[config.mk]
export PLATFORM = sky130hd
export DESIGN_NAME = cpu8lsc_exec
export DESIGN_NICKNAME = d
export VERILOG_FILES = /design/src/rtl/core/cpu8lsc_pkg.sv /design/src/rtl/core/cpu8lsc_exec.sv
export SDC_FILE = /design/constraint.sdc
export NUM_CORES = 1
export LEC_CHECK = 0
export BUFFER_PORTS_ARGS = -buffer_cell sky130_fd_sc_hd__buf_2
export CAP_MARGIN = 15
export CORE_MARGIN = 2
export CORE_UTILIZATION = 55
export CTS_BUF_LIST = sky130_fd_sc_hd__clkbuf_4
export CTS_CLUSTER_DIAMETER = 120
export DETAILED_ROUTE_END_ITERATION = 7
export PLACE_DENSITY = 0.94
export SYNTH_ARGS = -nofsm -noshare
export SYNTH_HDL_FRONTEND = slang
export SYNTH_SLANG_ARGS = --single-unit
[constraint.sdc]
create_clock -name clock -period 3.6 [get_ports clock]
set_input_delay 0.36 -clock clock [delete_from_list [all_inputs] [get_ports clock]]
set_output_delay 0.36 -clock clock [all_outputs]
set_load 0.03 [all_outputs]
[src/rtl/core/cpu8lsc_pkg.sv]
// Shared types, opcodes and decode codes for the 8-bit load/store/compare unit.
`timescale 1ns / 1ps
`default_nettype none

package cpu8lsc_pkg;

   // Operation selector carried in the request tuser
   localparam logic [1:0] OPER_EXEC = 2'd0;
   localparam logic [1:0] OPER_HWR  = 2'd1;
   localparam logic [1:0] OPER_HRD  = 2'd2;

   // Instruction classes
   localparam logic [3:0] CLS_NOP   = 4'd0;
   localparam logic [3:0] CLS_LOAD  = 4'd1;
   localparam logic [3:0] CLS_STORE = 4'd2;
   localparam logic [3:0] CLS_CMP   = 4'd3;
   localparam logic [3:0] CLS_DEC   = 4'd4;
   localparam logic [3:0] CLS_MOVE  = 4'd5;
   localparam logic [3:0] CLS_HWR   = 4'd6;
   localparam logic [3:0] CLS_HRD   = 4'd7;
   localparam logic [3:0] CLS_UNSUP = 4'd8;

   // Register selectors
   localparam logic [1:0] REG_A = 2'd0;
   localparam logic [1:0] REG_X = 2'd1;
   localparam logic [1:0] REG_Y = 2'd2;
   localparam logic [1:0] REG_S = 2'd3;

   // Addressing modes
   localparam logic [2:0] AM_NONE = 3'd0;
   localparam logic [2:0] AM_IMM  = 3'd1;
   localparam logic [2:0] AM_ZP   = 3'd2;
   localparam logic [2:0] AM_ZPX  = 3'd3;
   localparam logic [2:0] AM_ZPY  = 3'd4;
   localparam logic [2:0] AM_ABS  = 3'd5;
   localparam logic [2:0] AM_ABX  = 3'd6;
   localparam logic [2:0] AM_ABY  = 3'd7;

   // Flag bit positions
   localparam int FLAG_C = 0;
   localparam int FLAG_Z = 1;
   localparam int FLAG_N = 2;

   // Opcodes
   localparam logic [7:0] OPC_LDA_IMM = 8'hA9;
   localparam logic [7:0] OPC_LDA_ZP  = 8'hA5;
   localparam logic [7:0] OPC_LDA_ZPX = 8'hB5;
   localparam logic [7:0] OPC_LDA_ABS = 8'hAD;
   localparam logic [7:0] OPC_LDA_ABX = 8'hBD;
   localparam logic [7:0] OPC_LDA_ABY = 8'hB9;
   localparam logic [7:0] OPC_LDX_IMM = 8'hA2;
   localparam logic [7:0] OPC_LDX_ZP  = 8'hA6;
   localparam logic [7:0] OPC_LDX_ZPY = 8'hB6;
   localparam logic [7:0] OPC_LDX_ABS = 8'hAE;
   localparam logic [7:0] OPC_LDX_ABY = 8'hBE;
   localparam logic [7:0] OPC_LDY_IMM = 8'hA0;
   localparam logic [7:0] OPC_LDY_ZP  = 8'hA4;
   localparam logic [7:0] OPC_LDY_ZPX = 8'hB4;
   localparam logic [7:0] OPC_LDY_ABS = 8'hAC;
   localparam logic [7:0] OPC_LDY_ABX = 8'hBC;
   localparam logic [7:0] OPC_STA_ZP  = 8'h85;
   localparam logic [7:0] OPC_STA_ZPX = 8'h95;
   localparam logic [7:0] OPC_STA_ABS = 8'h8D;
   localparam logic [7:0] OPC_STA_ABX = 8'h9D;
   localparam logic [7:0] OPC_STA_ABY = 8'h99;
   localparam logic [7:0] OPC_STX_ZP  = 8'h86;
   localparam logic [7:0] OPC_STX_ZPY = 8'h96;
   localparam logic [7:0] OPC_STX_ABS = 8'h8E;
   localparam logic [7:0] OPC_STY_ZP  = 8'h84;
   localparam logic [7:0] OPC_STY_ZPX = 8'h94;
   localparam logic [7:0] OPC_STY_ABS = 8'h8C;
   localparam logic [7:0] OPC_CMP_IMM = 8'hC9;
   localparam logic [7:0] OPC_CMP_ZP  = 8'hC5;
   localparam logic [7:0] OPC_CMP_ABS = 8'hCD;
   localparam logic [7:0] OPC_CPY_ZP  = 8'hC4;
   localparam logic [7:0] OPC_CPY_ABS = 8'hCC;
   localparam logic [7:0] OPC_DEC_ZP  = 8'hC6;
   localparam logic [7:0] OPC_DEC_ABS = 8'hCE;
   localparam logic [7:0] OPC_DEX     = 8'hCA;
   localparam logic [7:0] OPC_TAX     = 8'hAA;
   localparam logic [7:0] OPC_TXA     = 8'h8A;
   localparam logic [7:0] OPC_TXS     = 8'h9A;
   localparam logic [7:0] OPC_TSX     = 8'hBA;
   localparam logic [7:0] OPC_NOP     = 8'hEA;

   // Decoded word, handed from the address stage to the execute stage
   typedef struct packed {
      logic [3:0]  cls;
      logic [1:0]  src_reg;
      logic [1:0]  dst_reg;
      logic        decr;
      logic        set_nz;
      logic        mem_read;
      logic        mem_write;
      logic        need_x;
      logic        need_y;
      logic [15:0] addr;
      logic [7:0]  imm;
      logic [7:0]  hdata;
   } dec_type;

   // Memory write request from the execute stage
   typedef struct packed {
      logic        en;
      logic [15:0] addr;
      logic [7:0]  data;
   } mem_wr_type;

   // Index registers that the word in the execute stage will change
   typedef struct packed {
      logic wr_x;
      logic wr_y;
   } haz_type;

   // Result word
   typedef struct packed {
      logic       unsup;
      logic [7:0] read_byte;
      logic [2:0] flags;
      logic [7:0] sp;
      logic [7:0] y;
      logic [7:0] x;
      logic [7:0] acc;
   } res_type;

endpackage

`default_nettype wire

[src/rtl/core/cpu8lsc_exec.sv]
// Execute stage: register file, flag logic, memory write-back and result register.
`timescale 1ns / 1ps
`default_nettype none

module cpu8lsc_exec (
   input  wire logic                  clock,
   input  wire logic                  reset,
   input  wire logic                  take,
   input  wire cpu8lsc_pkg::dec_type  dec,
   input  wire logic [7:0]            rd_data,
   input  wire logic                  rsp_ready,
   output logic                       rsp_valid,
   output cpu8lsc_pkg::res_type       res,
   output logic                       s2_open,
   output logic [7:0]                 x_val,
   output logic [7:0]                 y_val,
   output cpu8lsc_pkg::haz_type       haz,
   output cpu8lsc_pkg::mem_wr_type    wr
);

   logic                 s2_valid_ff;
   cpu8lsc_pkg::dec_type s2_ff;
   logic [7:0]           acc_ff, acc_in;
   logic [7:0]           x_ff, x_in;
   logic [7:0]           y_ff, y_in;
   logic [7:0]           sp_ff, sp_in;
   logic [2:0]           flag_ff, flag_in;
   logic                 rsp_valid_ff;
   cpu8lsc_pkg::res_type rsp_ff;
   logic                 s2_go;
   logic [7:0]           data_op;
   logic [7:0]           src_val;
   logic [7:0]           dec_val;
   logic [7:0]           mv_val;
   logic [7:0]           diff;
   logic [7:0]           nz_val;

   // Stage advance
   assign s2_go   = s2_valid_ff && (!rsp_valid_ff || rsp_ready);
   assign s2_open = !s2_valid_ff || s2_go;

   always_ff @(posedge clock) begin
      if (reset) begin
         s2_valid_ff <= 1'b0;
      end else if (take) begin
         s2_valid_ff <= 1'b1;
      end else if (s2_go) begin
         s2_valid_ff <= 1'b0;
      end
   end

   always_ff @(posedge clock) begin
      if (take) begin
         s2_ff <= dec;
      end
   end

   // Operand selection
   assign data_op = s2_ff.mem_read ? rd_data : s2_ff.imm;

   always_comb begin
      case (s2_ff.src_reg)
         cpu8lsc_pkg::REG_A: src_val = acc_ff;
         cpu8lsc_pkg::REG_X: src_val = x_ff;
         cpu8lsc_pkg::REG_Y: src_val = y_ff;
         default:            src_val = sp_ff;
      endcase
   end

   assign dec_val = rd_data - 8'd1;
   assign mv_val  = s2_ff.decr ? (src_val - 8'd1) : src_val;
   assign diff    = src_val - data_op;

   // Next register state
   always_comb begin
      acc_in  = acc_ff;
      x_in    = x_ff;
      y_in    = y_ff;
      sp_in   = sp_ff;
      flag_in = flag_ff;
      nz_val  = 8'h00;
      case (s2_ff.cls)
         cpu8lsc_pkg::CLS_LOAD: nz_val = data_op;
         cpu8lsc_pkg::CLS_MOVE: nz_val = mv_val;
         cpu8lsc_pkg::CLS_DEC:  nz_val = dec_val;
         default:               nz_val = 8'h00;
      endcase
      case (s2_ff.cls)
         cpu8lsc_pkg::CLS_LOAD, cpu8lsc_pkg::CLS_MOVE: begin
            case (s2_ff.dst_reg)
               cpu8lsc_pkg::REG_A: acc_in = nz_val;
               cpu8lsc_pkg::REG_X: x_in   = nz_val;
               cpu8lsc_pkg::REG_Y: y_in   = nz_val;
               default:            sp_in  = nz_val;
            endcase
            if (s2_ff.set_nz) begin
               flag_in = {nz_val[7], nz_val == 8'h00, flag_ff[cpu8lsc_pkg::FLAG_C]};
            end
         end
         cpu8lsc_pkg::CLS_DEC: begin
            flag_in = {nz_val[7], nz_val == 8'h00, flag_ff[cpu8lsc_pkg::FLAG_C]};
         end
         cpu8lsc_pkg::CLS_CMP: begin
            flag_in = {diff[7], src_val == data_op, src_val >= data_op};
         end
         default: begin
         end
      endcase
   end

   // Architectural registers
   always_ff @(posedge clock) begin
      if (reset) begin
         acc_ff  <= 8'h00;
         x_ff    <= 8'h00;
         y_ff    <= 8'h00;
         sp_ff   <= 8'h00;
         flag_ff <= 3'b000;
      end else if (s2_go) begin
         acc_ff  <= acc_in;
         x_ff    <= x_in;
         y_ff    <= y_in;
         sp_ff   <= sp_in;
         flag_ff <= flag_in;
      end
   end

   // Memory write-back: stores, DEC and host writes
   always_comb begin
      wr.en   = s2_go && s2_ff.mem_write;
      wr.addr = s2_ff.addr;
      case (s2_ff.cls)
         cpu8lsc_pkg::CLS_DEC: wr.data = dec_val;
         cpu8lsc_pkg::CLS_HWR: wr.data = s2_ff.hdata;
         default:              wr.data = src_val;
      endcase
   end

   // Index registers pending in this stage
   assign haz.wr_x = s2_valid_ff && (s2_ff.dst_reg == cpu8lsc_pkg::REG_X) &&
                     ((s2_ff.cls == cpu8lsc_pkg::CLS_LOAD) || (s2_ff.cls == cpu8lsc_pkg::CLS_MOVE));
   assign haz.wr_y = s2_valid_ff && (s2_ff.dst_reg == cpu8lsc_pkg::REG_Y) &&
                     ((s2_ff.cls == cpu8lsc_pkg::CLS_LOAD) || (s2_ff.cls == cpu8lsc_pkg::CLS_MOVE));
   assign x_val = x_ff;
   assign y_val = y_ff;

   // Result register
   always_ff @(posedge clock) begin
      if (reset) begin
         rsp_valid_ff <= 1'b0;
      end else if (s2_go) begin
         rsp_valid_ff <= 1'b1;
      end else if (rsp_ready) begin
         rsp_valid_ff <= 1'b0;
      end
   end

   always_ff @(posedge clock) begin
      if (s2_go) begin
         rsp_ff.acc       <= acc_in;
         rsp_ff.x         <= x_in;
         rsp_ff.y         <= y_in;
         rsp_ff.sp        <= sp_in;
         rsp_ff.flags     <= flag_in;
         rsp_ff.read_byte <= (s2_ff.cls == cpu8lsc_pkg::CLS_HRD) ? rd_data : 8'h00;
         rsp_ff.unsup     <= (s2_ff.cls == cpu8lsc_pkg::CLS_UNSUP);
      end
   end

   assign rsp_valid = rsp_valid_ff;
   assign res       = rsp_ff;

`ifndef SYNTHESIS
   a_unsup_keeps_state: assert property (@(posedge clock) disable iff (reset)
      (s2_go && (s2_ff.cls == cpu8lsc_pkg::CLS_UNSUP)) |=>
      ($stable(acc_ff) && $stable(x_ff) && $stable(y_ff) && $stable(sp_ff) && $stable(flag_ff)))
      else $error("unsupported opcode changed register state");

   a_sp_only_by_txs: assert property (@(posedge clock) disable iff (reset)
      !(s2_go && (s2_ff.cls == cpu8lsc_pkg::CLS_MOVE) && (s2_ff.dst_reg == cpu8lsc_pkg::REG_S))
      |=> $stable(sp_ff))
      else $error("stack pointer changed outside a transfer to it");

   a_rsp_from_stage: assert property (@(posedge clock) disable iff (reset)
      $rose(rsp_valid_ff) |-> $past(s2_valid_ff))
      else $error("result appeared with no word in the execute stage");
`endif

endmodule

`default_nettype wire

# [Word level (Yosys, flattened, before mapping)]
# Cells that the tools add are included.
[word_totals] latchBits=0 word_cells=77 regBits=125 romBits=0 ram_bits=0 output_inout_bits=89 n_memories=0
[op_classes] div=0 multipliers=0 muxes=19 order_cmp=1 shift=0 add_sub_neg=3 reduce_logical=18 eq_ne=12 bitwise=0
[ops] operator="8-bit 2-to-1 mux" n=10
[ops] operator="8-bit one-hot mux with 3 select lines" n=2
[ops] operator="4-bit by 3-bit == test with 1-bit output, second input constant" n=4
[ops] operator="8-bit one-hot mux with 2 select lines" n=1
[ops] operator="8-bit by 1-bit subtractor with 8-bit output, second input constant" n=2
[ops] operator="3-bit one-hot mux with 3 select lines" n=1
[ops] operator="8-bit == test" n=1
[ops] operator="8-bit >= comparator" n=1
[ops] operator="8-bit zero test" n=1
[ops] operator="8-bit subtractor" n=1
[ops] operator="1-bit logical AND" n=6
[ops] operator="2-bit by 1-bit == test with 1-bit output, second input constant" n=2
[ops] operator="2-bit == test, second input constant" n=2
[ops] operator="4-bit by 1-bit == test with 1-bit output, second input constant" n=1
[ops] operator="4-bit by 2-bit == test with 1-bit output, second input constant" n=1
[ops] operator="4-bit == test, second input constant" n=1
[ops] operator="2-bit zero test" n=2
[ops] operator="1-bit 2-to-1 mux" n=4
[ops] operator="2-bit nonzero test" n=2
[ops] operator="1-bit logical OR" n=3
[ops] operator="3-bit 2-to-1 mux" n=1
[ops] operator="3-bit OR reduction" n=1
[ops] operator="1-bit zero test" n=2
[ops] operator="2-bit OR reduction" n=1

# [Longest topological paths before layout]
[logic_depth] word_depth=8 depth_mapped=11 depth_no_buf=10

# [Worst setup path before layout]
# Ideal clock, no wire load.
[synth_timing] kind="flip-flop to flip-flop" start="register rsp_valid_ff (netlist: rsp_valid)" end="register rsp_ff, in the netlist res[0] (enable)" setup_time_ps=425 arrival_ps=2380 t_required_ps=3175 stages_incl_launch_ff=6 setup_slack_ps=794 n_path_buf=2 path_cell_list="dfxtp_1 -> nor2b_1 -> nand2b_1 -> clkbuf_1 -> inv_1 -> clkbuf_1"
[synth_via] elab_chain_len=3
[synth_rtl] element="from (decl)" line="cpu8lsc_exec.sv:28" text="logic rsp_valid_ff;"
[synth_rtl] element="from (signal assigned)" line="cpu8lsc_exec.sv:150" text="rsp_valid_ff <= 1'b0;"
[synth_rtl] element="from (signal assigned)" line="cpu8lsc_exec.sv:152" text="rsp_valid_ff <= 1'b1;"
[synth_rtl] element="from (signal assigned)" line="cpu8lsc_exec.sv:154" text="rsp_valid_ff <= 1'b0;"
[synth_rtl] element="1-bit zero test" line="cpu8lsc_exec.sv:39" text="assign s2_go = s2_valid_ff && (!rsp_valid_ff || rsp_ready);"
[synth_rtl] element="1-bit logical OR" line="cpu8lsc_exec.sv:39"
[synth_rtl] element="1-bit logical AND" line="cpu8lsc_exec.sv:39"
[synth_rtl] element="net s2_go" line="cpu8lsc_exec.sv:30" text="logic s2_go;"
[synth_rtl] element="to (decl)" line="cpu8lsc_exec.sv:29" text="cpu8lsc_pkg::res_type rsp_ff;"
# The timed path passes the listed nets, and every way through them passes these cells.
# A chain may end at the register's enable or synchronous reset.

# [Worst setup path in the final report]
[layout_timing] start="register s2_ff[40] (netlist bit)" end="register rsp_ff, in the netlist res[34] (data pin)"
[layout_via] elab_chain_len=7 word_cells_on_any_way=10
[layout_rtl] element="from (decl)" line="cpu8lsc_exec.sv:22" text="cpu8lsc_pkg::dec_type s2_ff;"
[layout_rtl] element="from (signal assigned)" line="cpu8lsc_exec.sv:54" text="s2_ff <= dec;"
[layout_rtl] element="2-bit == test, or another cell as far along" line="cpu8lsc_exec.sv:62" text="case (s2_ff.src_reg)"
[layout_rtl] element="8-bit one-hot mux with 3 select lines (*)" line="cpu8lsc_exec.sv:62"
[layout_rtl] element="8-bit by 1-bit subtractor with 8-bit output" line="cpu8lsc_exec.sv:71" text="assign mv_val = s2_ff.decr ? (src_val - 8'd1) : src_val;"
[layout_rtl] element="8-bit 2-to-1 mux" line="cpu8lsc_exec.sv:71"
[layout_rtl] element="8-bit one-hot mux with 3 select lines" line="cpu8lsc_exec.sv:82" text="case (s2_ff.cls)"
[layout_rtl] element="3-bit 2-to-1 mux" line="cpu8lsc_exec.sv:96" text="if (s2_ff.set_nz) begin"
[layout_rtl] element="3-bit one-hot mux with 3 select lines (*)" line="cpu8lsc_exec.sv:88" text="case (s2_ff.cls)"
[layout_rtl] element="net flag_in[2]" line="cpu8lsc_exec.sv:27" text="logic [2:0] flag_ff, flag_in;"
# Mark *: on every way through the listed nets, which the timed path passes. The rest lies on a longest branch.

==> results by group <==
Outcome
  – Outcome: finished clean

Route
  – DRT antenna net count: 0
  – DR vias/cell: 5.72
  – TritonRoute pass-1 iters: 6
  – Drt drc: 0
  – WL/cell: 18.3 um
  – Drt total wl: 15000 um
  – Vias: 4688
  – DRT iter0 DRCs: 489

Clock tree
  – CTS sink count: 125
  – CTS tree: done
  – Clock latency on the worst-skew pair: 0.54 ns
  – CTS max path bufs: 2
  – H-tree levels: 4
  – Root buf cell: clkbuf_4
  – CTS resizes: 0
  – CTS Buf Count: 17
  – Clk slew on worst S/H paths: 0.11 ns
  – Post-CTS Setup Repair Bufs: 0

Critical path
  – Worst setup startpoint: s2_ff[40]
  – R2R cell count: 8
  – Reg2reg start: s2_ff[40]
  – Critical Path RT: 3.89 ns
  – CP max FO: 10
  – Setup crit start kind: flop
  – Reg2Reg Setup Slack: 0.45 ns
  – CP Class: flop to flop
  – CP Capture Type: flop
  – Worst Path Arrival: 3.44 ns
  – Worst R2R End: res[34]

Final layout
  – Area growth, synth to finish: 25.0%
  – # diodes: 0
  – Final nets: 738
  – Post-route insts no fill: 819
  – Util after Layout: 70.2%
  – Share of cells above drive strength 1: 29.9%

Power
  – Total Power: 3.03 mW
  – VDD IR max: 0.329 mV
  – P_leak: 2.90 nW
  – PwrDens: 420 nW/um2

Yosys
  – Top_reg_cell synth: edfxtp_1
  – Syn avg cell area: 11.6 um2
  – Syn Inst Count: 498
  – Asr flop ratio synth: 0%
  – Warnings from Yosys: 0
  – Yosys cell types: 53
  – Synthesized net count: 566
  – Seq/Total Area, Yosys: 58.6%
  – Synthesized area: 5770 um2
  – #FFs+latches synth: 125
  – Post-synth EDFFs: 88

GRT
  – Largest net degree at the start of global routing: 59
  – Most used routing layer in global routing: met2
  – First-pass GRT wire length: 23300 um
  – Grt total ovfl: 0
  – Initial antenna violation count: 0
  – All-Layer GR Usage: 27.1%
  – Grt met1 use: 31.5%
  – M3 GR Usage: 7.30%
  – Vias in the first global route: 4719
  – M2 GR Usage: 47.1%

Die
  – Die area: 11300 um2
  – Core area: 10300 um2
  – Number of I/O pins: 147
  – Starting density of the core: 56.1%
  – Row cnt: 37
  – Die Ht: 106 um
  – Chip width: 106 um

Placed design
  – GP Congestion: 0.908
  – HPWL Detailed: 9540 um
  – I/O Buffers: 144
  – Post-Place Cells: 743

Timing
  – Slew Viols, Final: 0
  – Highest clock rate: 318 MHz
  – Final hold violations: 0
  – RSZ-0062 raised after global routing: false
  – Worst hold margin: 0.118 ns
  – Final setup violation count: 0
  – Skew final: 0.0135 ns
  – Setup TNS: 0 ns
  – Final period util: 87.4%
  – Rel. slew slack: 32.0%
  – Worst-margin pin slew: 1.02 ns
  – Post-route minimum period: 3.15 ns

Hold path
  – Hold path start: rsp_ready
  – HP Class: input pin to flop
  – Hold EP: rsp_valid
  – Worst Hold Depth: 4

Flow run
  – Max Cap Viol: 0
## cell usage after synthesis, types with 3 or more instances
cell	count	share of area, %
a211oi_1	19	2.5
nand2b_1	5	0.54
nand2_1	53	3.4
inv_1	6	0.39
clkbuf_1	22	1.4
o221a_2	3	0.59
nor2_1	64	4.2
xnor2_1	6	0.91
buf_2	4	0.35
xor2_1	7	1.1
nor3b_1	3	0.39
mux2_2	9	1.8
and2_1	10	1.1
buf_4	16	2.1
mux2i_1	10	1.7
nor2b_1	3	0.33
mux4_1	8	3.6
edfxtp_1	88	46
nor3_1	12	1.0
o21ai_0	15	1.3
nand3_1	15	1.3
ha_1	10	2.2
nor4b_1	4	0.61
a21oi_1	34	2.9
dfxtp_1	37	13
## registers in the layout, indices dropped and copies added (netlist names), 3 cells and up
name,count
sp_ff,8
wr,16
s2_ff,28
x_val,8
acc_ff,8
res,44
flag_ff,3
y_val,8
## critical path: stages (launching register included)
cell and delay (ns):
edfxtp_1 0.45, buf_4 0.21, mux4_1 0.71, nor4b_4 0.33, nand3_1 0.14, xnor2_1 0.14
a211o_1 0.45, a221oi_1 0.35, a21oi_1 0.11
## final cells by class
type / count / area (um2)
sequential: 125 / 3380
fill: 727 / 3060
multi-input combinational: 323 / 2120
timing repair buffer: 197 / 1240
tap: 136 / 170
clock inverter: 14 / 143
clock buffer: 18 / 135
inverter: 6 / 22.5
## power by group
group	internal [mW]	total, mW	leakage (nW)	switching (mW)
logic	0.155	0.412	1.61	0.256
clock network	0.418	0.964	0.150	0.546
registers	1.61	1.66	1.15	0.0453
## cells by family (layout without fill, tap and decap cells)
logic type                 Yosys count  count (layout)  share of synthesized area [%]
buffers and inverters               50             235                           4.64
and+or+nand+nor                    185             185                           15.5
muxes                               28              28                           7.53
DFF                                125             125                           58.6
AOI/OAI and AO/OA                   87              87                           9.56
adders and majority gates           10              10                           2.17
xor gates and xnor gates            13              13                           1.97
## stage by stage
step | instance area [um2] | setup slack, ns
after floorplan | 5770 | 0.794
final | 7210 | 0.453
after global routing | 7210 | 0.258
after CTS | 7210 | 0.472
after detailed placement | 6490 | 0.509
after global placement | 6490 | 0.576
## timing repair
item	in CTS	in global routing
endpoints found under the setup margin	0	0
endpoints found under the hold margin	44	0
hold buffers	44	0
## routing by layer
layer | up-vias | routed length, um
met2 | 257 | 7660
met4 | 0 | 436
li1 | 2164 | -
met5 | - | 0
met1 | 2221 | 5620
met3 | 46 | 1230
## worst max-delay path by stage
stage | endpoint | cells past startpoint
2_1_floorplan | res[0] | 5
3_3_place_gp | res[34] | 8
3_5_place_dp | res[34] | 8
4_1_cts | res[34] | 8
5_1_grt | res[32] | 9
6_report | res[34] | 8
## placed cells by master (no fill, tap or decap), types with 3 or more instances in the layout
master and n:
buf_2 144, edfxtp_1 88, nor2_1 64, nand2_1 53, dlygate4sd3_1 44, dfxtp_1 37, a21oi_1 34, a211oi_1 19
clkbuf_4 18, nand3_1 15, o21ai_0 15, nor3_1 12, mux2i_1 10, and2_1 10, ha_1 10, mux2_2 9
mux4_1 8, buf_4 8, xor2_1 7, xnor2_1 6, nand2b_1 5, inv_1 5, nor4b_1 4, clkinv_2 4
nor2b_1 3, o221a_2 3, nor3b_1 3, clkinv_4 3
No activity file was read; power rests on OpenSTA's default activity.
