--- src/rtl/core/cpu8lsc_pkg.sv ---
// Shared types, opcodes and decode codes for the 8-bit load/store/compare unit.
`timescale 1ns / 1ps
`default_nettype none

package cpu8lsc_pkg;

   // Operation selector carried in the request tuser
   localparam logic [1:0] OPER_EXEC = 2'd0;
   localparam logic [1:0] OPER_HWR  = 2'd1;
   localparam logic [1:0] OPER_HRD  = 2'd2;

   // Instruction classes
   localparam logic [3:0] CLS_NOP   = 4'd0;
   localparam logic [3:0] CLS_LOAD  = 4'd1;
   localparam logic [3:0] CLS_STORE = 4'd2;
   localparam logic [3:0] CLS_CMP   = 4'd3;
   localparam logic [3:0] CLS_DEC   = 4'd4;
   localparam logic [3:0] CLS_MOVE  = 4'd5;
   localparam logic [3:0] CLS_HWR   = 4'd6;
   localparam logic [3:0] CLS_HRD   = 4'd7;
   localparam logic [3:0] CLS_UNSUP = 4'd8;

   // Register selectors
   localparam logic [1:0] REG_A = 2'd0;
   localparam logic [1:0] REG_X = 2'd1;
   localparam logic [1:0] REG_Y = 2'd2;
   localparam logic [1:0] REG_S = 2'd3;

   // Addressing modes
   localparam logic [2:0] AM_NONE = 3'd0;
   localparam logic [2:0] AM_IMM  = 3'd1;
   localparam logic [2:0] AM_ZP   = 3'd2;
   localparam logic [2:0] AM_ZPX  = 3'd3;
   localparam logic [2:0] AM_ZPY  = 3'd4;
   localparam logic [2:0] AM_ABS  = 3'd5;
   localparam logic [2:0] AM_ABX  = 3'd6;
   localparam logic [2:0] AM_ABY  = 3'd7;

   // Flag bit positions
   localparam int FLAG_C = 0;
   localparam int FLAG_Z = 1;
   localparam int FLAG_N = 2;

   // Opcodes
   localparam logic [7:0] OPC_LDA_IMM = 8'hA9;
   localparam logic [7:0] OPC_LDA_ZP  = 8'hA5;
   localparam logic [7:0] OPC_LDA_ZPX = 8'hB5;
   localparam logic [7:0] OPC_LDA_ABS = 8'hAD;
   localparam logic [7:0] OPC_LDA_ABX = 8'hBD;
   localparam logic [7:0] OPC_LDA_ABY = 8'hB9;
   localparam logic [7:0] OPC_LDX_IMM = 8'hA2;
   localparam logic [7:0] OPC_LDX_ZP  = 8'hA6;
   localparam logic [7:0] OPC_LDX_ZPY = 8'hB6;
   localparam logic [7:0] OPC_LDX_ABS = 8'hAE;
   localparam logic [7:0] OPC_LDX_ABY = 8'hBE;
   localparam logic [7:0] OPC_LDY_IMM = 8'hA0;
   localparam logic [7:0] OPC_LDY_ZP  = 8'hA4;
   localparam logic [7:0] OPC_LDY_ZPX = 8'hB4;
   localparam logic [7:0] OPC_LDY_ABS = 8'hAC;
   localparam logic [7:0] OPC_LDY_ABX = 8'hBC;
   localparam logic [7:0] OPC_STA_ZP  = 8'h85;
   localparam logic [7:0] OPC_STA_ZPX = 8'h95;
   localparam logic [7:0] OPC_STA_ABS = 8'h8D;
   localparam logic [7:0] OPC_STA_ABX = 8'h9D;
   localparam logic [7:0] OPC_STA_ABY = 8'h99;
   localparam logic [7:0] OPC_STX_ZP  = 8'h86;
   localparam logic [7:0] OPC_STX_ZPY = 8'h96;
   localparam logic [7:0] OPC_STX_ABS = 8'h8E;
   localparam logic [7:0] OPC_STY_ZP  = 8'h84;
   localparam logic [7:0] OPC_STY_ZPX = 8'h94;
   localparam logic [7:0] OPC_STY_ABS = 8'h8C;
   localparam logic [7:0] OPC_CMP_IMM = 8'hC9;
   localparam logic [7:0] OPC_CMP_ZP  = 8'hC5;
   localparam logic [7:0] OPC_CMP_ABS = 8'hCD;
   localparam logic [7:0] OPC_CPY_ZP  = 8'hC4;
   localparam logic [7:0] OPC_CPY_ABS = 8'hCC;
   localparam logic [7:0] OPC_DEC_ZP  = 8'hC6;
   localparam logic [7:0] OPC_DEC_ABS = 8'hCE;
   localparam logic [7:0] OPC_DEX     = 8'hCA;
   localparam logic [7:0] OPC_TAX     = 8'hAA;
   localparam logic [7:0] OPC_TXA     = 8'h8A;
   localparam logic [7:0] OPC_TXS     = 8'h9A;
   localparam logic [7:0] OPC_TSX     = 8'hBA;
   localparam logic [7:0] OPC_NOP     = 8'hEA;

   // Decoded word, handed from the address stage to the execute stage
   typedef struct packed {
      logic [3:0]  cls;
      logic [1:0]  src_reg;
      logic [1:0]  dst_reg;
      logic        decr;
      logic        set_nz;
      logic        mem_read;
      logic        mem_write;
      logic        need_x;
      logic        need_y;
      logic [15:0] addr;
      logic [7:0]  imm;
      logic [7:0]  hdata;
   } dec_type;

   // Memory write request from the execute stage
   typedef struct packed {
      logic        en;
      logic [15:0] addr;
      logic [7:0]  data;
   } mem_wr_type;

   // Index registers that the word in the execute stage will change
   typedef struct packed {
      logic wr_x;
      logic wr_y;
   } haz_type;

   // Result word
   typedef struct packed {
      logic       unsup;
      logic [7:0] read_byte;
      logic [2:0] flags;
      logic [7:0] sp;
      logic [7:0] y;
      logic [7:0] x;
      logic [7:0] acc;
   } res_type;

endpackage

`default_nettype wire

--- src/rtl/core/cpu8lsc_decode.sv ---
// Opcode decode and effective address generation for the address stage.
`timescale 1ns / 1ps
`default_nettype none

module cpu8lsc_decode (
   input  wire logic [1:0]         operation,
   input  wire logic [7:0]         opcode,
   input  wire logic [15:0]        operand,
   input  wire logic [7:0]         host_data,
   input  wire logic [7:0]         x_val,
   input  wire logic [7:0]         y_val,
   output cpu8lsc_pkg::dec_type    dec
);

   logic [3:0] cls;
   logic [2:0] mode;
   logic [1:0] src_reg;
   logic [1:0] dst_reg;
   logic       decr;
   logic       set_nz;
   logic [7:0] zp_x;
   logic [7:0] zp_y;
   logic [15:0] addr;

   // Opcode table
   always_comb begin
      cls     = cpu8lsc_pkg::CLS_UNSUP;
      mode    = cpu8lsc_pkg::AM_NONE;
      src_reg = cpu8lsc_pkg::REG_A;
      dst_reg = cpu8lsc_pkg::REG_A;
      decr    = 1'b0;
      set_nz  = 1'b1;
      case (opcode)
         cpu8lsc_pkg::OPC_LDA_IMM: begin cls = cpu8lsc_pkg::CLS_LOAD; mode = cpu8lsc_pkg::AM_IMM; end
         cpu8lsc_pkg::OPC_LDA_ZP:  begin cls = cpu8lsc_pkg::CLS_LOAD; mode = cpu8lsc_pkg::AM_ZP; end
         cpu8lsc_pkg::OPC_LDA_ZPX: begin cls = cpu8lsc_pkg::CLS_LOAD; mode = cpu8lsc_pkg::AM_ZPX; end
         cpu8lsc_pkg::OPC_LDA_ABS: begin cls = cpu8lsc_pkg::CLS_LOAD; mode = cpu8lsc_pkg::AM_ABS; end
         cpu8lsc_pkg::OPC_LDA_ABX: begin cls = cpu8lsc_pkg::CLS_LOAD; mode = cpu8lsc_pkg::AM_ABX; end
         cpu8lsc_pkg::OPC_LDA_ABY: begin cls = cpu8lsc_pkg::CLS_LOAD; mode = cpu8lsc_pkg::AM_ABY; end
         cpu8lsc_pkg::OPC_LDX_IMM: begin
            cls = cpu8lsc_pkg::CLS_LOAD; mode = cpu8lsc_pkg::AM_IMM; dst_reg = cpu8lsc_pkg::REG_X;
         end
         cpu8lsc_pkg::OPC_LDX_ZP: begin
            cls = cpu8lsc_pkg::CLS_LOAD; mode = cpu8lsc_pkg::AM_ZP; dst_reg = cpu8lsc_pkg::REG_X;
         end
         cpu8lsc_pkg::OPC_LDX_ZPY: begin
            cls = cpu8lsc_pkg::CLS_LOAD; mode = cpu8lsc_pkg::AM_ZPY; dst_reg = cpu8lsc_pkg::REG_X;
         end
         cpu8lsc_pkg::OPC_LDX_ABS: begin
            cls = cpu8lsc_pkg::CLS_LOAD; mode = cpu8lsc_pkg::AM_ABS; dst_reg = cpu8lsc_pkg::REG_X;
         end
         cpu8lsc_pkg::OPC_LDX_ABY: begin
            cls = cpu8lsc_pkg::CLS_LOAD; mode = cpu8lsc_pkg::AM_ABY; dst_reg = cpu8lsc_pkg::REG_X;
         end
         cpu8lsc_pkg::OPC_LDY_IMM: begin
            cls = cpu8lsc_pkg::CLS_LOAD; mode = cpu8lsc_pkg::AM_IMM; dst_reg = cpu8lsc_pkg::REG_Y;
         end
         cpu8lsc_pkg::OPC_LDY_ZP: begin
            cls = cpu8lsc_pkg::CLS_LOAD; mode = cpu8lsc_pkg::AM_ZP; dst_reg = cpu8lsc_pkg::REG_Y;
         end
         cpu8lsc_pkg::OPC_LDY_ZPX: begin
            cls = cpu8lsc_pkg::CLS_LOAD; mode = cpu8lsc_pkg::AM_ZPX; dst_reg = cpu8lsc_pkg::REG_Y;
         end
         cpu8lsc_pkg::OPC_LDY_ABS: begin
            cls = cpu8lsc_pkg::CLS_LOAD; mode = cpu8lsc_pkg::AM_ABS; dst_reg = cpu8lsc_pkg::REG_Y;
         end
         cpu8lsc_pkg::OPC_LDY_ABX: begin
            cls = cpu8lsc_pkg::CLS_LOAD; mode = cpu8lsc_pkg::AM_ABX; dst_reg = cpu8lsc_pkg::REG_Y;
         end
         cpu8lsc_pkg::OPC_STA_ZP:  begin cls = cpu8lsc_pkg::CLS_STORE; mode = cpu8lsc_pkg::AM_ZP; end
         cpu8lsc_pkg::OPC_STA_ZPX: begin cls = cpu8lsc_pkg::CLS_STORE; mode = cpu8lsc_pkg::AM_ZPX; end
         cpu8lsc_pkg::OPC_STA_ABS: begin cls = cpu8lsc_pkg::CLS_STORE; mode = cpu8lsc_pkg::AM_ABS; end
         cpu8lsc_pkg::OPC_STA_ABX: begin cls = cpu8lsc_pkg::CLS_STORE; mode = cpu8lsc_pkg::AM_ABX; end
         cpu8lsc_pkg::OPC_STA_ABY: begin cls = cpu8lsc_pkg::CLS_STORE; mode = cpu8lsc_pkg::AM_ABY; end
         cpu8lsc_pkg::OPC_STX_ZP: begin
            cls = cpu8lsc_pkg::CLS_STORE; mode = cpu8lsc_pkg::AM_ZP; src_reg = cpu8lsc_pkg::REG_X;
         end
         cpu8lsc_pkg::OPC_STX_ZPY: begin
            cls = cpu8lsc_pkg::CLS_STORE; mode = cpu8lsc_pkg::AM_ZPY; src_reg = cpu8lsc_pkg::REG_X;
         end
         cpu8lsc_pkg::OPC_STX_ABS: begin
            cls = cpu8lsc_pkg::CLS_STORE; mode = cpu8lsc_pkg::AM_ABS; src_reg = cpu8lsc_pkg::REG_X;
         end
         cpu8lsc_pkg::OPC_STY_ZP: begin
            cls = cpu8lsc_pkg::CLS_STORE; mode = cpu8lsc_pkg::AM_ZP; src_reg = cpu8lsc_pkg::REG_Y;
         end
         cpu8lsc_pkg::OPC_STY_ZPX: begin
            cls = cpu8lsc_pkg::CLS_STORE; mode = cpu8lsc_pkg::AM_ZPX; src_reg = cpu8lsc_pkg::REG_Y;
         end
         cpu8lsc_pkg::OPC_STY_ABS: begin
            cls = cpu8lsc_pkg::CLS_STORE; mode = cpu8lsc_pkg::AM_ABS; src_reg = cpu8lsc_pkg::REG_Y;
         end
         cpu8lsc_pkg::OPC_CMP_IMM: begin cls = cpu8lsc_pkg::CLS_CMP; mode = cpu8lsc_pkg::AM_IMM; end
         cpu8lsc_pkg::OPC_CMP_ZP:  begin cls = cpu8lsc_pkg::CLS_CMP; mode = cpu8lsc_pkg::AM_ZP; end
         cpu8lsc_pkg::OPC_CMP_ABS: begin cls = cpu8lsc_pkg::CLS_CMP; mode = cpu8lsc_pkg::AM_ABS; end
         cpu8lsc_pkg::OPC_CPY_ZP: begin
            cls = cpu8lsc_pkg::CLS_CMP; mode = cpu8lsc_pkg::AM_ZP; src_reg = cpu8lsc_pkg::REG_Y;
         end
         cpu8lsc_pkg::OPC_CPY_ABS: begin
            cls = cpu8lsc_pkg::CLS_CMP; mode = cpu8lsc_pkg::AM_ABS; src_reg = cpu8lsc_pkg::REG_Y;
         end
         cpu8lsc_pkg::OPC_DEC_ZP:  begin cls = cpu8lsc_pkg::CLS_DEC; mode = cpu8lsc_pkg::AM_ZP; end
         cpu8lsc_pkg::OPC_DEC_ABS: begin cls = cpu8lsc_pkg::CLS_DEC; mode = cpu8lsc_pkg::AM_ABS; end
         cpu8lsc_pkg::OPC_DEX: begin
            cls = cpu8lsc_pkg::CLS_MOVE; decr = 1'b1;
            src_reg = cpu8lsc_pkg::REG_X; dst_reg = cpu8lsc_pkg::REG_X;
         end
         cpu8lsc_pkg::OPC_TAX: begin
            cls = cpu8lsc_pkg::CLS_MOVE; src_reg = cpu8lsc_pkg::REG_A; dst_reg = cpu8lsc_pkg::REG_X;
         end
         cpu8lsc_pkg::OPC_TXA: begin
            cls = cpu8lsc_pkg::CLS_MOVE; src_reg = cpu8lsc_pkg::REG_X; dst_reg = cpu8lsc_pkg::REG_A;
         end
         cpu8lsc_pkg::OPC_TXS: begin
            cls = cpu8lsc_pkg::CLS_MOVE; set_nz = 1'b0;
            src_reg = cpu8lsc_pkg::REG_X; dst_reg = cpu8lsc_pkg::REG_S;
         end
         cpu8lsc_pkg::OPC_TSX: begin
            cls = cpu8lsc_pkg::CLS_MOVE; src_reg = cpu8lsc_pkg::REG_S; dst_reg = cpu8lsc_pkg::REG_X;
         end
         cpu8lsc_pkg::OPC_NOP: begin cls = cpu8lsc_pkg::CLS_NOP; end
         default: begin cls = cpu8lsc_pkg::CLS_UNSUP; end
      endcase
   end

   // Effective address: zero page wraps at 8 bits, absolute at 16 bits
   assign zp_x = operand[7:0] + x_val;
   assign zp_y = operand[7:0] + y_val;

   always_comb begin
      case (mode)
         cpu8lsc_pkg::AM_ZP:  addr = {8'h00, operand[7:0]};
         cpu8lsc_pkg::AM_ZPX: addr = {8'h00, zp_x};
         cpu8lsc_pkg::AM_ZPY: addr = {8'h00, zp_y};
         cpu8lsc_pkg::AM_ABX: addr = operand + {8'h00, x_val};
         cpu8lsc_pkg::AM_ABY: addr = operand + {8'h00, y_val};
         default:             addr = operand;
      endcase
   end

   // Operation selector overrides the opcode for host access and turns an unused selector into a NOP
   always_comb begin
      dec.src_reg   = src_reg;
      dec.dst_reg   = dst_reg;
      dec.decr      = decr;
      dec.set_nz    = set_nz;
      dec.imm       = operand[7:0];
      dec.hdata     = host_data;
      dec.cls       = cls;
      dec.addr      = addr;
      dec.mem_read  = (mode != cpu8lsc_pkg::AM_NONE) && (mode != cpu8lsc_pkg::AM_IMM) &&
                      (cls != cpu8lsc_pkg::CLS_STORE);
      dec.mem_write = (cls == cpu8lsc_pkg::CLS_STORE) || (cls == cpu8lsc_pkg::CLS_DEC);
      dec.need_x    = (mode == cpu8lsc_pkg::AM_ZPX) || (mode == cpu8lsc_pkg::AM_ABX);
      dec.need_y    = (mode == cpu8lsc_pkg::AM_ZPY) || (mode == cpu8lsc_pkg::AM_ABY);
      case (operation)
         cpu8lsc_pkg::OPER_EXEC: begin
         end
         cpu8lsc_pkg::OPER_HWR: begin
            dec.cls       = cpu8lsc_pkg::CLS_HWR;
            dec.addr      = operand;
            dec.mem_read  = 1'b0;
            dec.mem_write = 1'b1;
            dec.need_x    = 1'b0;
            dec.need_y    = 1'b0;
         end
         cpu8lsc_pkg::OPER_HRD: begin
            dec.cls       = cpu8lsc_pkg::CLS_HRD;
            dec.addr      = operand;
            dec.mem_read  = 1'b1;
            dec.mem_write = 1'b0;
            dec.need_x    = 1'b0;
            dec.need_y    = 1'b0;
         end
         default: begin
            dec.cls       = cpu8lsc_pkg::CLS_NOP;
            dec.mem_read  = 1'b0;
            dec.mem_write = 1'b0;
            dec.need_x    = 1'b0;
            dec.need_y    = 1'b0;
         end
      endcase
   end

endmodule

`default_nettype wire

--- config.mk ---
export PLATFORM = sky130hd
export DESIGN_NAME = cpu8lsc_decode
export DESIGN_NICKNAME = d
export VERILOG_FILES = /design/src/rtl/core/cpu8lsc_pkg.sv /design/src/rtl/core/cpu8lsc_decode.sv
export SDC_FILE = /design/constraint.sdc
export NUM_CORES = 1
export LEC_CHECK = 0
export BUFFER_PORTS_ARGS = -buffer_cell sky130_fd_sc_hd__buf_2
export CAP_MARGIN = 15
export CORE_MARGIN = 8
export CORE_UTILIZATION = 51
export DETAILED_ROUTE_END_ITERATION = 7
export PLACE_DENSITY_LB_ADDON = 0.2
export SLEW_MARGIN = 40
export SYNTH_ARGS = -nofsm -noshare
export SYNTH_HDL_FRONTEND = slang
export SYNTH_SLANG_ARGS = --single-unit
--- constraint.sdc ---
create_clock -name vclk -period 8.05
set_input_delay 2.0125 -clock vclk [all_inputs]
set_output_delay 2.0125 -clock vclk [all_outputs]
set_load 0.02 [all_outputs]
## Yosys cells after proc, flatten, opt, wreduce, memory -nomap -nowiden

Cells that the tools add are included.

| storage, ports and cells | value |
|---|---|
| register bits | 0 |
| bits in latches | 0 |
| memory bits (writable) | 0 |
| bits in read-only memories | 0 |
| word-level logic and storage cells | 89 |
| memories | 0 |

| operators by class | value |
|---|---|
| add/subtract/negate cells | 4 |
| $mul | 0 |
| divide/modulo/power cells | 0 |
| $lt $le $gt $ge | 0 |
| equality and inequality tests | 51 |
| shifts and indexed selects | 0 |
| mux-type cells | 10 |
| bitwise gates (word level) | 0 |
| reductions and logical operators | 24 |

Operators by type and width:

| cell | number |
|---|---|
| $eq A8 B8 Y1 const B | 40 |
| $pmux W16 S5 | 1 |
| $add A16 B8 Y16 | 2 |
| $pmux W4 S3 | 2 |
| $pmux W4 S6 | 1 |
| $pmux W3 S7 | 1 |
| $reduce_or A5 Y1 | 4 |
| $reduce_or A9 Y1 | 2 |
| $add A8 B8 Y8 | 2 |
| $mux W16 | 1 |
| $reduce_or A16 Y1 | 1 |
| $pmux W2 S3 | 2 |
| $reduce_or A11 Y1 | 1 |
| $eq A3 B3 Y1 const B | 3 |
| $reduce_or A4 Y1 | 2 |
| $reduce_or A8 Y1 | 1 |
| $eq A3 B2 Y1 const B | 2 |
| $reduce_or A2 Y1 | 3 |
| $reduce_or A3 Y1 | 2 |
| $reduce_or A6 Y1 | 1 |
| $eq A4 B2 Y1 const B | 1 |
| $eq A4 B3 Y1 const B | 1 |
| $ne A4 B2 Y1 const B | 1 |
| $logic_or A1 B1 Y1 | 3 |
| other kinds (7) | 9 |

## Logic depth before layout (Yosys ltp)

Gate-level depths: netlist of run 1.

| depth | value |
|---|---|
| depth in word-level cells | 7 |
| depth in mapped cells | 15 |
| depth with buffers taken out | 13 |

## Worst setup path after synthesis of run 1

OpenSTA, ideal clock, no wires.

| timing path | value |
|---|---|
| path type | input-to-output |
| start | input port opcode[3] |
| end | output port dec[26] in the netlist's numbering |
| arrival time | 5.087 ns |
| data required time | 6.037 ns |
| path slack | 0.951 ns |
| stages | 15 |
| path buffers | 2 |
| cell sequence | buf_4 -> mux2_1 -> a32oi_1 -> a211oi_2 -> buf_6 -> mux2_2 -> ha_1 -> inv_1 -> fa_1 -> nand3b_1 -> a21o_1 -> a31oi_1 -> nand3_1 -> or4_1 -> o21ai_0 |

RTL lines:

| item | RTL line | RTL |
|---|---|---|
| start: declaration | cpu8lsc_decode.sv:7 | `input wire logic [7:0] opcode,` |
| end: declaration | cpu8lsc_decode.sv:12 | `output cpu8lsc_pkg::dec_type dec` |

==> summary.txt, run 1 <==
Worst setup path
  – Crit path largest cell delay: 0.39 ns
  – Cell family with most CP delay: compound AO/OA/AOI/OAI gates
  – Most frequent CP cell: o21ai_0
  – CP Capture Type: output port
  – Worst Path Max Fanout: 28
  – CP max-delay cell: or4_1
  – CP arrival: 5.55 ns
  – Worst path buffer plus inverter count: 3
  – Crit-path cells: buf_2 -> nand2_1 -> nand4b_1 -> a211oi_2 -> buf_4 -> mux2_2 -> ha_1 -> o21ai_0 -> o21ai_0 -> a41o_1 -> nand3_1 -> or4_1 -> o21ai_0 -> buf_2
  – Required @ worst endpoint: 6.04 ns
  – Setup crit start kind: primary input
  – Type of the worst setup path: in2out

Yosys
  – Synth Cell Area: 0.002185 mm²
  – Synth Net Count: 391
  – Dominant cell type by area after synthesis: ha_1
  – Main area contributors after synthesis: ha_1, buf_4, mux2_2
  – Post-synth top area share: 0.1145
  – Syn Area/Cell: 6.848 µm²
  – Yosys cell types: 61
  – Warnings, synthesis: 0
  – Seq/Total Area, Yosys: 0
  – Cell count after synthesis: 319

Timing
  – Slew Limit Headroom: 0.6362
  – Final hold violation count: 0
  – Least-Margin Pin Slew: 0.5446 ns
  – RSZ-0062 raised after global routing: no
  – Max-slew violations: 0
  – Maximum clock rate: 132.3 MHz
  – Post-route setup slack: 0.4902 ns
  – Final Setup Violations: 0
  – Final Cycle Share: 0.9391
  – Fin crit period: 7.560 ns
  – Setup tns final: 0 ns

Routing
  – Routed wire length: 6261 µm
  – TritonRoute pass-1 iters: 4
  – Vias: 2444
  – Vias per Instance: 5.889
  – Final ANT Viol Nets: 0
  – DRT iter0 DRCs: 242
  – WL per Instance: 15.09 µm
  – DRC Markers: 0

Die
  – Die width: 81.45 µm
  – Starting density of the core: 0.5160
  – # rows: 24
  – I/O pin cnt: 96
  – DIE HEIGHT: 81.45 µm
  – CORE AREA: 0.004234 mm²
  – Die area: 0.006634 mm²

GRT
  – Largest net degree at the start of global routing: 29
  – First-pass GRT wire length: 10300 µm
  – Vias in the first global route: 2314
  – Initial antenna violation count: 0
  – Grt total ovfl: 0
  – Total Routing Usage GR: 0.1808

Clock tree
  – Hold_buf cts: 0
  – # resized after CTS: 0
  – Number of setup buffers added after CTS: 0

Outcome
  – Outcome: finished, final reports clean

Finish
  – Fill count: 418
  – Clock buffer count: 0
  – Register area: 0 µm²
  – Multi-input gate area: 0.001843 mm²
  – Share of layout cells above drive strength 1: 0.2975
  – Sequential cell count: 0
  – Nets: 437
  – # diodes: 0
  – Synth-to-Final Area Change: 10.14%

Power
  – P_leak: 0.001185 µW
  – PD cells: 56.44 mW/mm²
  – Design Power: 135.8 µW
  – Peak supply drop: 0.02817 mV

Min path
  – Critical hold path startpoint: host_data[4]
  – Hold Path Stages: 0
  – Worst hold-check path type: in2out
  – Hold-critical path endpoint: dec[4]

Placed design
  – DP HPWL: 4967 µm
  – Setup Slack @ Placement: 0.5598 ns
  – Port bufs: 80
  – GPL Wtd Cong: 0.8829

Job
  – Max-Cap Viols: 0
[power by group]
part / switching (µW) / internal [µW] / total, µW
sequential: 0 / 0 / 0
combinational: 80.7 / 55.1 / 136
clock: 0 / 0 / 0
total: 80.7 / 55.1 / 136
[layout by cell type (no fill, tap or decap), drive strengths merged, types with 9 or more instances in the layout]
master and n:
nand2 37, nor2 15, mux2 16, o21ai 25, xnor2 9, a21oi 24
buf 82, inv 21, ha 20, nand3 14
[cell type report]
cell class | count | share of cell area
tap | 52 | 0.02704
timing repair buffer | 82 | 0.1742
inverter | 21 | 0.03276
multi-input combinational | 260 | 0.7660
[synthesized netlist by cell type, types with 3 or more instances]
cell / n
nand2_1: 37
o21ai_0: 25
a21oi_1: 24
buf_4: 23
inv_1: 21
ha_1: 20
mux2_2: 15
nor2_1: 15
nand3_1: 13
buf_2: 9
xnor2_1: 9
a21o_1: 6
nand2b_1: 6
a31oi_1: 5
nand4_1: 5
nor2b_1: 5
nor3_1: 5
a22oi_1: 4
and3_1: 4
o22ai_1: 4
or4_1: 4
a2bb2oi_1: 3
buf_6: 3
clkbuf_1: 3
mux2i_1: 3
xor2_1: 3
[layer usage]
| layer | up-vias | part of all wire | GRT usage |
|---|---|---|---|
| li1 | 1235 | - | - |
| met1 | 1114 | 0.45 | 0.2328 |
| met2 | 93 | 0.49 | 0.3278 |
| met3 | 2 | 0.065 | 0.01532 |
| met4 | 0 | 0.00064 | 0.01607 |
| met5 | - | 0 | 0 |
[stage by stage]
step | area, µm² | util | hold WS [ns] | cells
floorplan | 2185 | - | 4.138 | 319
global placement | 2395 | 0.5656 | 4.025 | 414
detailed placement | 2406 | 0.5683 | 4.025 | 415
CTS | 2406 | 0.5683 | 4.025 | 415
global route | 2406 | 0.5683 | 4.025 | 415
finish | 2406 | 0.5683 | 4.025 | 415
[cells by family (layout without fill, tap and decap cells)]
kind of cell,after synthesis,in the layout,share of synthesized area
and+or+nand+nor,112,112,0.2749
xor gates and xnor gates,12,12,0.04811
buffers and inverters,59,103,0.1564
adders and majority gates,22,22,0.1329
AOI/OAI and AO/OA,95,95,0.2915
muxes,19,19,0.09622
[worst max path at each step]
stage          cells past startpoint       to  startpoint  slack [ns]
2_1_floorplan                     15  dec[26]   opcode[3]        0.95
3_3_place_gp                      15  dec[26]   opcode[3]        0.65
3_5_place_dp                      14  dec[29]   opcode[3]        0.56
4_1_cts                           14  dec[29]   opcode[3]        0.55
5_1_grt                           14  dec[29]   opcode[3]        0.20
6_report                          14  dec[29]   opcode[3]        0.49
(Power assumes the default switching activity.)
==> run 2, diff against run 1 <==
PLACE_DENSITY_LB_ADDON = 0.25   (was 0.2)
clock period = 7.1 ns   (was 8.05 ns; I/O delays follow)
==> run 2 against run 1 <==
Compared with the run above: critical path depth is 2 higher; global-route usage rose by 1.3 points; flip-flop and latch count is the same; setup slack worse by 0.27 ns; die area unchanged; cell area increased by 2.2%; routed wire length increased by 2.9%; utilization rose by 1.3 points; non-clock buffer count increased by 7; cell count up 1.7%; combinational power is 16% higher; total power rose by 16%; highest routed layer unchanged.
==> summary.txt, run 2 (synthesized netlist as in run 1, its figures left out) <==
Die
  – Starting density of the core: 0.5160 (unchanged)
  – Die area: 0.006634 mm² (unchanged)
  – # rows: 24 (unchanged)
  – DIE HEIGHT: 81.45 µm (unchanged)
  – I/O pin cnt: 96 (unchanged)
  – Die width: 81.45 µm (unchanged)
  – CORE AREA: 0.004234 mm² (unchanged)

Worst setup path
  – CP Capture Type: output port (unchanged)
  – Type of the worst setup path: in2out (unchanged)
  – Required @ worst endpoint: 5.33 ns (was 6.04 ns)
  – Setup crit start kind: primary input (unchanged)
  – CP arrival: 5.10 ns (was 5.55 ns)
  – Worst Path Max Fanout: 17 (was 28)

Power
  – PD cells: 64.04 mW/mm² (was 56.44 mW/mm²)
  – Design Power: 157.5 µW (was 135.8 µW)
  – Peak supply drop: 0.03488 mV (was 0.02817 mV)
  – P_leak: 0.001220 µW (was 0.001185 µW)

Timing
  – Max-slew violations: 0 (unchanged)
  – Setup tns final: 0 ns (unchanged)
  – Maximum clock rate: 145.4 MHz
  – Final hold violation count: 0 (unchanged)
  – Final Cycle Share: 0.9687
  – Fin crit period: 6.878 ns
  – Final Setup Violations: 0 (unchanged)
  – Least-Margin Pin Slew: 0.5836 ns (was 0.5446 ns)
  – Slew Limit Headroom: 0.6109 (was 0.6362)

Routing
  – DRT iter0 DRCs: 106 (was 242)
  – DRC Markers: 0 (unchanged)
  – Vias: 2546 (was 2444)
  – Final ANT Viol Nets: 0 (unchanged)
  – Routed wire length: 6443 µm (was 6261 µm)
  – Vias per Instance: 6.033 (was 5.889)
  – TritonRoute pass-1 iters: 4 (unchanged)
  – WL per Instance: 15.27 µm (was 15.09 µm)

Placed design
  – Port bufs: 80 (unchanged)
  – GPL Wtd Cong: 0.8904 (was 0.8829)
  – DP HPWL: 5223 µm (was 4967 µm)

Finish
  – Nets: 444 (was 437)
  – Clock buffer count: 0 (unchanged)
  – Fill count: 406 (was 418)
  – Post-route core utilization: 0.5810 (was 0.5683)
  – Commonest non-fill, non-tap cell in the layout: buf_2 (unchanged)
  – Register area: 0 µm² (unchanged)
  – # diodes: 0 (unchanged)
  – Share of layout cells above drive strength 1: 0.3108 (was 0.2975)
  – Most frequent cells in the layout: buf_2, nand2_1, o21ai_0 (unchanged)
  – Synth-to-Final Area Change: 12.60% (was 10.14%)
  – Sequential cell count: 0 (unchanged)

Outcome
  – Outcome: finished, final reports clean (unchanged)

GRT
  – Grt total ovfl: 0 (unchanged)
  – First-pass GRT wire length: 11010 µm (was 10300 µm)
  – Vias in the first global route: 2554 (was 2314)
  – Largest net degree at the start of global routing: 18 (was 29)
  – Total Routing Usage GR: 0.1937 (was 0.1808)
  – Initial antenna violation count: 0 (unchanged)

Job
  – Max-Cap Viols: 0 (unchanged)

Min path
  – Worst hold-check path type: in2out (unchanged)

Clock tree
  – Hold_buf cts: 0 (unchanged)
run 2: worst max-delay path: stages:
cell	delay [ns]
buf_2	0.27
and4bb_2	0.26
a221oi_1	0.30
a211oi_2	0.07
buf_4	0.17
mux2_2	0.22
ha_1	0.18
inv_1	0.06
fa_1	0.40
nand3b_1	0.21
a21o_1	0.19
a31oi_1	0.20
nand3_1	0.12
or4_1	0.40
o21ai_0	0.08
buf_2	0.19
run 2: path summary, 6_finish.rpt:
path | end | cells after the start | start
hold / removal | dec[2] | 0 | host_data[2]
setup / recovery | dec[26] | 16 | opcode[2]
run 2: timing repair:
action	in CTS	in global routing
gates resized for setup	0	2
setup buffers	0	2
endpoints found under the setup margin	0	4
run 2: layout make-up:
class,count,area (µm²),share of cell area
multi-input cells,260,1843,0.7492
repair buffers,89,473.0,0.1923
inverters,21,78.83,0.03204
well taps,52,65.06,0.02645
run 2: power breakdown:
group          switching (µW)  internal (µW)  leakage [µW]
Sequential                  0              0             0
Clock                       0              0             0
Combinational            92.3           65.2       0.00122
run 2: stage by stage:
step / area [µm²] / hold slack [ns] / instances / setup WS (ns)
2_1_floorplan: 2185 / 3.663 / 319 / 0.4758
3_3_place_gp: 2432 / 3.550 / 419 / 0.3076
3_5_place_dp: 2440 / 3.550 / 420 / 0.2150
4_1_cts: 2440 / 3.550 / 420 / 0.1921
5_1_grt: 2460 / 3.550 / 422 / -0.008570
6_report: 2460 / 3.550 / 422 / 0.2221
run 2: metal layers:
| metal | vias to the layer above | share of wire | global-route usage |
|---|---|---|---|
| li1 | 1260 | - | - |
| met1 | 1162 | 0.42 | 0.2242 |
| met2 | 109 | 0.50 | 0.3636 |
| met3 | 15 | 0.066 | 0.02298 |
| met4 | 0 | 0.018 | 0.05000 |
| met5 | - | 0 | 0 |
==> run 3, diff against run 2 <==
CORE_MARGIN = unset   (was 8)
REMOVE_ABC_BUFFERS = 1   (was unset)
==> run 3 against run 2 <==
Compared with the run above: fmax increased by 1.5%; non-clock buffer count is the same; setup slack better by 0.099 ns; global-route usage is 7.9 points higher; die area down 31%; hold slack barely moved; total power shrank 1.0%; largest cell class unchanged; first-iteration DRC count increased by 110%; combinational power is essentially flat; cell area is 0.31% lower; count of clock-buffer cells in the layout unchanged; routed wire length fell by 6.9%; critical endpoint is now dec[29].
==> summary.txt, run 3 (synthesized netlist as in run 1, its figures left out) <==
Outcome
  – Outcome: finished, final reports clean (unchanged)

Power
  – Peak supply drop: 0.03984 mV (was 0.03488 mV)
  – P_leak: 0.001218 µW (was 0.001220 µW)
  – Design Power: 155.9 µW (was 157.5 µW)
  – PD cells: 63.58 mW/mm² (was 64.04 mW/mm²)

Job
  – Max-Cap Viols: 0 (unchanged)

Timing
  – Final Cycle Share: 0.9548 (was 0.9687)
  – Setup tns final: 0 ns (unchanged)
  – Fin crit period: 6.779 ns (was 6.878 ns)
  – Hold slack: 3.550 ns (about the same)
  – Maximum clock rate: 147.5 MHz (was 145.4 MHz)
  – Final hold violation count: 0 (unchanged)
  – RSZ-0062 raised after global routing: no
  – Slew Limit Headroom: 0.7120 (was 0.6109)
  – Post-route setup slack: 0.3210 ns (was 0.2221 ns)
  – Final Setup Violations: 0 (unchanged)
  – Least-Margin Pin Slew: 0.4212 ns (was 0.5836 ns)
  – Max-slew violations: 0 (unchanged)

Finish
  – Synth-to-Final Area Change: 12.26% (was 12.60%)
  – Most frequent cells in the layout: buf_2, nand2_1, o21ai_0 (unchanged)
  – Register area: 0 µm² (unchanged)
  – Nets: 444 (unchanged)
  – Clock buffer count: 0 (unchanged)
  – Sequential cell count: 0 (unchanged)
  – # diodes: 0 (unchanged)
  – Cell Count, Final, Fillers Out: 420 (was 422)
  – Commonest non-fill, non-tap cell in the layout: buf_2 (unchanged)
  – Share of layout cells above drive strength 1: 0.3108 (unchanged)
  – Fill count: 409 (was 406)

Routing
  – TritonRoute pass-1 iters: 4 (unchanged)
  – Final ANT Viol Nets: 0 (unchanged)
  – DRC Markers: 0 (unchanged)
  – DRT iter0 DRCs: 223 (was 106)
  – WL per Instance: 14.28 µm (was 15.27 µm)
  – Vias per Instance: 5.962 (was 6.033)
  – Routed wire length: 5999 µm (was 6443 µm)
  – Vias: 2504 (was 2546)

Min path
  – Critical hold path startpoint: host_data[0] (was host_data[2])
  – Worst hold-check path type: in2out (unchanged)
  – Hold Path Stages: 0 (unchanged)
  – Hold-critical path endpoint: dec[0] (was dec[2])

Die
  – DIE HEIGHT: 67.45 µm (was 81.45 µm)
  – CORE AREA: 0.004058 mm² (was 0.004234 mm²)
  – Die width: 67.45 µm (was 81.45 µm)
  – # rows: 23 (was 24)
  – Die area: 0.004550 mm² (was 0.006634 mm²)
  – I/O pin cnt: 96 (unchanged)
  – Starting density of the core: 0.5384 (was 0.5160)

Placed design
  – Placed Instances: 420 (unchanged)
  – GPL Wtd Cong: 0.8924 (was 0.8904)
  – Setup Slack @ Placement: 0.3430 ns (was 0.2150 ns)
  – Port bufs: 80 (unchanged)
  – DP HPWL: 4762 µm (was 5223 µm)

GRT
  – First-pass GRT wire length: 9922 µm (was 11010 µm)
  – Total Routing Usage GR: 0.2731 (was 0.1937)
  – Initial antenna violation count: 0 (unchanged)
  – Grt total ovfl: 0 (unchanged)
  – Vias in the first global route: 2207 (was 2554)
  – Largest net degree at the start of global routing: 23 (was 18)

Worst setup path
  – Setup crit start kind: primary input (unchanged)
  – CP Launch Point: opcode[5] (was opcode[2])
  – Required @ worst endpoint: 5.33 ns (about the same)
  – CP arrival: 5.00 ns (was 5.10 ns)
  – Worst Path Max Fanout: 17 (unchanged)
  – Type of the worst setup path: in2out (unchanged)
  – CP Capture Type: output port (unchanged)

Clock tree
  – Hold_buf cts: 0 (unchanged)
  – Number of setup buffers added after CTS: 0 (unchanged)
  – # resized after CTS: 0 (unchanged)
==> run 3: changes by cell type in the layout (fill, tap and decap cells not counted), sizes merged <==
| cell | previous run | this run |
|---|---|---|
| buf | 87 | 89 |
| clkbuf | 2 | 0 |
==> run 3: per-layer routing <==
layer / vias up / wire length [µm] / track usage
li1: 1260 / - / -
met1: 1147 / 2629 / 0.3586
met2: 93 / 2977 / 0.4913
met3: 4 / 357 / 0.02027
met4: 0 / 34 / 0.03723
met5: - / 0 / 0
==> run 3: area by class of cell <==
class	count	area (µm²)	share of cell area
Timing Repair Buffer	89	467.9	0.1908
Multi-Input combinational cell	260	1843	0.7515
Tap cell	50	62.56	0.02551
Inverter	21	78.83	0.03214
==> run 3: per-stage QoR <==
step / util / instance area [µm²]
2_1_floorplan: - / 1922
3_3_place_gp: 0.6025 / 2445
3_5_place_dp: 0.6044 / 2452
4_1_cts: 0.6044 / 2452
5_1_grt: 0.6044 / 2452
6_report: 0.6044 / 2452
==> run 3: power by group <==
part / internal, µW / switching [µW] / total [µW] / leakage, µW
sequential: 0 / 0 / 0 / 0
clock: 0 / 0 / 0 / 0
combinational: 64.5 / 91.4 / 156 / 0.00122
total: 64.5 / 91.4 / 156 / 0.00122
==> run 3: worst max-delay path: stages <==
cell      delay [ns]
buf_2           0.26
and4b_1         0.24
a221oi_1        0.09
a211oi_2        0.29
buf_4           0.19
mux2_2          0.33
ha_1            0.34
o21ai_0         0.11
o21ai_0         0.25
a41o_1          0.34
nand3_1         0.12
or4_1           0.41
o21ai_0         0.08
buf_2           0.18
==> run 3: worst max path at each step <==
stage,to
2_1_floorplan,dec[26]
3_3_place_gp,dec[31]
3_5_place_dp,dec[29]
4_1_cts,dec[29]
5_1_grt,dec[26]
6_report,dec[29]
